## src/rtl/core/lmls_pkg.sv

```systemverilog
package lmls_pkg;

  localparam int ACC_W   = 10;
  localparam int LINE_W  = 8;
  localparam int CLK_W   = 8;
  localparam int MODE_W  = 2;
  localparam int CFG_IDX_W = 2;
  localparam int CFG_DAT_W = 8;

  typedef enum logic [1:0] {
    PH_OAM    = 2'd0,
    PH_XFER   = 2'd1,
    PH_HBLANK = 2'd2,
    PH_VBLANK = 2'd3
  } phase_t;

  localparam logic [MODE_W-1:0] MODE_HBLANK = 2'd0;
  localparam logic [MODE_W-1:0] MODE_VBLANK = 2'd1;
  localparam logic [MODE_W-1:0] MODE_OAM    = 2'd2;
  localparam logic [MODE_W-1:0] MODE_XFER   = 2'd3;

  localparam logic [CFG_IDX_W-1:0] REG_COMPARE_LINE = 2'd0;
  localparam logic [CFG_IDX_W-1:0] REG_HBLANK_IRQ   = 2'd1;
  localparam logic [CFG_IDX_W-1:0] REG_MATCH_IRQ    = 2'd2;

  typedef struct packed {
    phase_t              phase;
    logic [ACC_W-1:0]    acc;
    logic [LINE_W-1:0]   line;
    logic                match;
  } seq_state_t;

  typedef struct packed {
    logic [LINE_W-1:0]   compare_line;
    logic                hblank_irq_enable;
    logic                match_irq_enable;
  } seq_cfg_t;

  typedef struct packed {
    logic [MODE_W-1:0]   lcd_mode;
    logic [LINE_W-1:0]   current_line;
    logic                line_match;
    logic                stat_irq;
    logic                vblank_irq;
    logic                render_valid;
    logic [LINE_W-1:0]   render_line;
    logic                frame_done;
  } seq_result_t;

  function automatic logic [MODE_W-1:0] mode_of(input phase_t ph);
    logic [MODE_W-1:0] m;
    case (ph)
      PH_OAM:    m = MODE_OAM;
      PH_XFER:   m = MODE_XFER;
      PH_HBLANK: m = MODE_HBLANK;
      PH_VBLANK: m = MODE_VBLANK;
      default:   m = MODE_OAM;
    endcase
    return m;
  endfunction

endpackage

```

## src/rtl/core/lcd_mode_line_sequencer.sv

```systemverilog
// Channel  Direction  Handshake           Payload
// in       input      in_valid/in_stall   in_elapsed_clocks
// out      output     out_valid/out_stall lcd_mode, line, flags, render line
// cfg      input      cfg_valid/cfg_ready cfg_index, cfg_data
//
// One item per cycle sustained while the output is not stalled; each accepted item is
// held in the input register, then the step logic writes it into the result register.
// The phase/accumulator update is a single compare plus a constant modulo.
// Synchronous active-low reset: oam scan phase, counters, flags and config zero; data and result regs not reset.
// An output stall holds the result; one more item is then buffered at the input.
module lcd_mode_line_sequencer #(
  parameter int OAM_CLOCKS      = 80,
  parameter int TRANSFER_CLOCKS = 172,
  parameter int HBLANK_CLOCKS   = 204,
  parameter int LINE_CLOCKS     = 456,
  parameter int VISIBLE_LINES   = 144,
  parameter int TOTAL_LINES     = 154
) (
  input  logic                                clk,
  input  logic                                rst_n,
  input  logic                                in_valid,
  output logic                                in_stall,
  input  logic [lmls_pkg::CLK_W-1:0]          in_elapsed_clocks,
  output logic                                out_valid,
  input  logic                                out_stall,
  output logic [lmls_pkg::MODE_W-1:0]         out_lcd_mode,
  output logic [lmls_pkg::LINE_W-1:0]         out_current_line,
  output logic                                out_line_match,
  output logic                                out_stat_irq,
  output logic                                out_vblank_irq,
  output logic                                out_render_valid,
  output logic [lmls_pkg::LINE_W-1:0]         out_render_line,
  output logic                                out_frame_done,
  input  logic                                cfg_valid,
  output logic                                cfg_ready,
  input  logic [lmls_pkg::CFG_IDX_W-1:0]      cfg_index,
  input  logic [lmls_pkg::CFG_DAT_W-1:0]      cfg_data
);

  logic                          in_full_r;
  logic [lmls_pkg::CLK_W-1:0]    in_elapsed_r;
  logic                          out_valid_r;
  lmls_pkg::seq_result_t         out_r;
  lmls_pkg::seq_state_t          state_r, state_nxt;
  lmls_pkg::seq_cfg_t            cfg_r;
  lmls_pkg::seq_result_t         res_nxt;
  logic                          advance;
  logic                          in_acc;

  assign advance   = in_full_r && (!out_valid_r || !out_stall);
  assign in_stall  = in_full_r && !advance;
  assign in_acc    = in_valid && !in_stall;
  assign cfg_ready = 1'b1;

  lmls_step #(
    .OAM_CLOCKS(OAM_CLOCKS),
    .TRANSFER_CLOCKS(TRANSFER_CLOCKS),
    .HBLANK_CLOCKS(HBLANK_CLOCKS),
    .LINE_CLOCKS(LINE_CLOCKS),
    .VISIBLE_LINES(VISIBLE_LINES),
    .TOTAL_LINES(TOTAL_LINES)
  ) u_step (
    .cur(state_r),
    .cfg(cfg_r),
    .elapsed(in_elapsed_r),
    .nxt(state_nxt),
    .res(res_nxt)
  );

  always_ff @(posedge clk) begin
    if (!rst_n) begin
      in_full_r         <= 1'b0;
      out_valid_r       <= 1'b0;
      state_r.phase     <= lmls_pkg::PH_OAM;
      state_r.acc       <= '0;
      state_r.line      <= '0;
      state_r.match     <= 1'b0;
      cfg_r             <= '0;
    end else begin
      if (in_acc) begin
        in_full_r <= 1'b1;
      end else if (advance) begin
        in_full_r <= 1'b0;
      end
      if (advance) begin
        out_valid_r <= 1'b1;
        state_r     <= state_nxt;
      end else if (out_valid_r && !out_stall) begin
        out_valid_r <= 1'b0;
      end
      if (cfg_valid) begin
        case (cfg_index)
          lmls_pkg::REG_COMPARE_LINE: cfg_r.compare_line      <= cfg_data;
          lmls_pkg::REG_HBLANK_IRQ:   cfg_r.hblank_irq_enable <= cfg_data[0];
          lmls_pkg::REG_MATCH_IRQ:    cfg_r.match_irq_enable  <= cfg_data[0];
          default: ;
        endcase
      end
    end
  end

  always_ff @(posedge clk) begin
    if (in_acc) begin
      in_elapsed_r <= in_elapsed_clocks;
    end
    if (advance) begin
      out_r <= res_nxt;
    end
  end

  assign out_valid        = out_valid_r;
  assign out_lcd_mode     = out_r.lcd_mode;
  assign out_current_line = out_r.current_line;
  assign out_line_match   = out_r.line_match;
  assign out_stat_irq     = out_r.stat_irq;
  assign out_vblank_irq   = out_r.vblank_irq;
  assign out_render_valid = out_r.render_valid;
  assign out_render_line  = out_r.render_line;
  assign out_frame_done   = out_r.frame_done;

endmodule

```

## src/rtl/core/lmls_mod_const.sv

```systemverilog
module lmls_mod_const #(
  parameter int DIVISOR = 80
) (
  input  logic [lmls_pkg::ACC_W-1:0] acc,
  output logic [lmls_pkg::ACC_W-1:0] rem
);

  localparam int ACC_W  = lmls_pkg::ACC_W;
  localparam int SHIFT  = 2 * ACC_W;
  localparam int RECIP_W = SHIFT + 1;
  localparam int PROD_W = ACC_W + RECIP_W;
  localparam int RECIP  = ((1 << SHIFT) + DIVISOR - 1) / DIVISOR;

  logic [PROD_W-1:0]   prod;
  logic [ACC_W-1:0]    quo;
  logic [2*ACC_W-1:0]  back;

  // reciprocal is exact for every acc value at this shift
  assign prod = PROD_W'(acc) * PROD_W'(RECIP);
  assign quo  = prod[SHIFT+ACC_W-1:SHIFT];
  assign back = (2*ACC_W)'(quo) * (2*ACC_W)'(DIVISOR);
  assign rem  = acc - back[ACC_W-1:0];

endmodule

```

## src/rtl/core/lmls_step.sv

```systemverilog
module lmls_step #(
  parameter int OAM_CLOCKS      = 80,
  parameter int TRANSFER_CLOCKS = 172,
  parameter int HBLANK_CLOCKS   = 204,
  parameter int LINE_CLOCKS     = 456,
  parameter int VISIBLE_LINES   = 144,
  parameter int TOTAL_LINES     = 154
) (
  input  lmls_pkg::seq_state_t              cur,
  input  lmls_pkg::seq_cfg_t                cfg,
  input  logic [lmls_pkg::CLK_W-1:0]        elapsed,
  output lmls_pkg::seq_state_t              nxt,
  output lmls_pkg::seq_result_t             res
);

  localparam int ACC_W  = lmls_pkg::ACC_W;
  localparam int LINE_W = lmls_pkg::LINE_W;

  logic [ACC_W-1:0]  acc;
  logic [ACC_W-1:0]  rem_oam, rem_xfer, rem_hblank, rem_line;
  logic [LINE_W-1:0] line_inc;
  logic              is_match;

  assign acc      = cur.acc + ACC_W'(elapsed);
  assign line_inc = cur.line + LINE_W'(1);
  assign is_match = (cur.line == cfg.compare_line);

  lmls_mod_const #(.DIVISOR(OAM_CLOCKS))      u_mod_oam    (.acc(acc), .rem(rem_oam));
  lmls_mod_const #(.DIVISOR(TRANSFER_CLOCKS)) u_mod_xfer   (.acc(acc), .rem(rem_xfer));
  lmls_mod_const #(.DIVISOR(HBLANK_CLOCKS))   u_mod_hblank (.acc(acc), .rem(rem_hblank));
  lmls_mod_const #(.DIVISOR(LINE_CLOCKS))     u_mod_line   (.acc(acc), .rem(rem_line));

  always_comb begin
    nxt = cur;
    nxt.acc = acc;
    res.stat_irq     = 1'b0;
    res.vblank_irq   = 1'b0;
    res.render_valid = 1'b0;
    res.render_line  = '0;
    res.frame_done   = 1'b0;
    case (cur.phase)
      lmls_pkg::PH_OAM: begin
        if (acc >= ACC_W'(OAM_CLOCKS)) begin
          nxt.acc   = rem_oam;
          nxt.phase = lmls_pkg::PH_XFER;
        end
      end
      lmls_pkg::PH_XFER: begin
        if (acc >= ACC_W'(TRANSFER_CLOCKS)) begin
          nxt.acc      = rem_xfer;
          nxt.match    = is_match;
          res.stat_irq = cfg.hblank_irq_enable || (cfg.match_irq_enable && is_match);
          nxt.phase    = lmls_pkg::PH_HBLANK;
        end
      end
      lmls_pkg::PH_HBLANK: begin
        if (acc >= ACC_W'(HBLANK_CLOCKS)) begin
          nxt.acc          = rem_hblank;
          res.render_valid = 1'b1;
          res.render_line  = cur.line;
          nxt.line         = line_inc;
          if (line_inc < LINE_W'(VISIBLE_LINES)) begin
            nxt.phase = lmls_pkg::PH_OAM;
          end else begin
            res.vblank_irq = 1'b1;
            nxt.phase      = lmls_pkg::PH_VBLANK;
          end
        end
      end
      default: begin
        if (acc >= ACC_W'(LINE_CLOCKS)) begin
          nxt.acc  = rem_line;
          nxt.line = line_inc;
          if (line_inc >= LINE_W'(TOTAL_LINES)) begin
            nxt.line       = '0;
            res.frame_done = 1'b1;
            nxt.phase      = lmls_pkg::PH_OAM;
          end
        end
      end
    endcase
    res.lcd_mode     = lmls_pkg::mode_of(nxt.phase);
    res.current_line = nxt.line;
    res.line_match   = nxt.match;
  end

endmodule

```

## config.mk

```make
export PLATFORM = sky130hd
export DESIGN_NAME = lcd_mode_line_sequencer
export DESIGN_NICKNAME = d
export VERILOG_FILES = /design/src/rtl/core/lmls_pkg.sv /design/src/rtl/core/lcd_mode_line_sequencer.sv /design/src/rtl/core/lmls_mod_const.sv /design/src/rtl/core/lmls_step.sv
export SDC_FILE = /design/constraint.sdc
export NUM_CORES = 1
export LEC_CHECK = 0
export BUFFER_PORTS_ARGS = -buffer_cell sky130_fd_sc_hd__buf_2
export CAP_MARGIN = 10
export CORE_UTILIZATION = 62
export DETAILED_ROUTE_END_ITERATION = 7
export PLACE_DENSITY = 0.8
export SLEW_MARGIN = 10
export SYNTH_ARGS = -nofsm -noshare
export SYNTH_HDL_FRONTEND = slang
export SYNTH_SLANG_ARGS = --single-unit
```

## constraint.sdc

```tcl
create_clock -name clk -period 13.6 [get_ports clk]
set_clock_uncertainty 0.15 [all_clocks]
set_input_delay 2.72 -clock clk [delete_from_list [all_inputs] [get_ports clk]]
set_output_delay 2.72 -clock clk [all_outputs]
set_load 0.005 [all_outputs]
```

==> metrics <==
status finished, violations left; failing checks design-rule violations; pre-CTS setup slack 3.27 ns; Fmax 95.9 MHz; io pins 49; row count 49; Avg WL per Cell 17.0 um; Min-Delay Path Class register to register; multiplexer area fraction after synthesis 1.49%; ys flop type dfxtp_1; adder-cell share of the synthesized area 49.6%; Setup Viol. Count Final 0; Final Hold Fails 0; CTS tree yes; DR DRC count 10; cell taking the most area after synthesis ha_1; Routed Antenna Nets 0; DRT iter0 DRCs 448; Layout fillers 1378; Worst-path clk slew 0.06 ns; Setup crit end kind register; WL final 25600 um; clock buffer depth 2; Hold Slack 0.320 ns; CP Max Fanout 17; worst setup margin 3.17 ns; Critical Path RT 13.59 ns; TritonCTS Buffers 9; die area 0.0192 mm2; #FFs+latches synth 64; Die X-Extent 138 um; total core area 0.0181 mm2; Worst-Skew Late Latency 0.33 ns; RSZ-0062 raised after global routing false; Setup Fix Bufs, Post-CTS 0; share of the synthesized area in the top cell type 31.0%; crit start category register; Synth cell types 79; commonest non-fill, non-tap cell in the layout ha_1; setup TNS 0 ns; Max-cap violations 0; Final GP Congestion 0.964; Syn Area/Cell 9.43 um2; synth-to-layout area growth 7.37%; die height 138 um; layout cells sized above 1 8.07%; H-tree levels 3; Tcrit/Tclk final 76.7%; Crit Path Category register to register; First-pass DRT Iterations 7; Slew HR 21.7%; post-synthesis sequential area ratio 13.8%; first-pass GRT wire length 44100 um; CP peak stage delay 0.66 ns; Syn Std Cell Area 0.0115 mm2; GRT overflow 0; cells after synthesis 1224; syn nets 1640; vias in the first global route 9314; initial antenna violation count 0; routed vias/inst 5.79; crit path time final 10.43 ns; largest family of logic cells by synthesized area adder cells; Critical-path top delay cell xor2_2; largest net degree at the start of global routing 36; IO Port Bufs 47; Arrival @ worst endpoint 10.43 ns; ys async rst share 0%; Synth Area in Compound Gates 12.0%; most frequent cells in the layout 286 x ha_1, 231 x inv_1, 107 x fa_1; Post-synth EDFFs 31; Multi-input gate area 0.00900 mm2; total of warnings raised by yosys 0; most used cell along the critical path ha_1; via count 8714; xor/xnor share of the synthesized area 5.05%; hold_buf cts 0; CTS resizes 0; GRT Overall Usage 28.7%; ANT cells 0; layout net count 1687; worst slew pin tran 1.17 ns; clock sinks 64; DP HPWL 20900 um; root buffer cell clkbuf_16; starting density of the core 63.8%; max-slew violations 0; Cell Count, Final, Fillers Out 1505; Simple-Gate Fraction of Synth Area 9.60%; Synth area leaders ha_1 31%, fa_1 19%, edfxtp_1 8.1%, inv_1 7.5%, dfxtp_1 5.7%; dpl cells 1489; register area 0.00159 mm2
[sequential cells by signal (all words and copies together) (netlist names), 2 cells and up]
signal and cells:
out_lcd_mode 2, cfg_r 10, state_r 21, in_elapsed_r 8, out_render_line 8, out_current_line 8
[logic make-up (layout without fill, tap and decap cells)]
family                     Yosys count  after routing
muxes                               17             17
adders and majority gates          393            393
other                                1              1
DFF                                 64             64
and+or+nand+nor                    224            224
AOI/OAI and AO/OA                  204            204
xor gates and xnor gates            64             64
buffers and inverters              257            309
[layer usage]
metal	routed length, um	track usage, %	share of wire (%)
met4	724	9.88	2.8
met1	11400	37.2	44
met3	1590	4.26	6.2
met2	11900	48.8	47
met5	0	0	0
[worst max-delay path: cells and delay by family (launching register included)]
family / cells / cell delay [ns]
adder cells (fa/ha/maj): 11 / 4.43
AO/OA/AOI/OAI: 13 / 2.59
flip-flops: 1 / 0.42
XOR/XNOR: 2 / 0.86
AND/OR/NAND/NOR: 6 / 1.05
buffers and inverters: 6 / 0.73
[synthesized netlist by cell type, types with 4 or more instances]
cell type,instances
ha_1,286
inv_1,231
fa_1,107
nand2_1,62
a21oi_1,50
nor2_1,50
o21ai_0,40
xnor2_1,39
dfxtp_1,33
edfxtp_1,31
nor2b_1,26
a21o_1,22
xor2_1,22
clkbuf_1,19
nor3_1,19
mux2i_1,16
nand3_1,12
nand2b_1,10
a211oi_1,9
and2_1,8
a31oi_1,7
nand4_1,7
o21bai_1,7
and3_1,6
o211ai_1,6
a21boi_0,5
a21boi_1,5
nor3b_1,5
o21a_1,5
or2_2,5
a221oi_1,4
a311o_1,4
nand3b_1,4
o22ai_1,4
[worst paths after layout]
path	depth (start not counted)	slack, ns	start	endpoint
worst max-delay path	38	3.17	in_elapsed_r[1]$_DFFE_PP_	state_r[18]$_SDFFE_PN0P_
worst min-delay path	2	0.32	state_r[9]$_SDFFE_PN0P_	state_r[9]$_SDFFE_PN0P_
worst max register to register	38	3.17	in_elapsed_r[1]$_DFFE_PP_	state_r[18]$_SDFFE_PN0P_
worst min register to register	2	0.32	state_r[9]$_SDFFE_PN0P_	state_r[9]$_SDFFE_PN0P_
[stage by stage]
step	area (um2)	util, %
floorplan	11500	-
global placement	12100	66.9
detailed placement	12100	66.9
CTS	12400	68.5
global route	12400	68.5
finish	12400	68.5
[final cells by class]
type | instances | share of cell area, %
Multi-Input combinational cell | 903 | 72.7
Inverter | 232 | 7.03
Timing Repair Buffer | 61 | 2.75
Clock buffer | 9 | 1.82
Sequential cell | 64 | 12.8
Clock inverter | 7 | 0.576
Tap cell | 229 | 2.31
Power is left out: the tool's default activity adds up to more than one toggle a clock period on the data nets, which glitch-free logic cannot reach.
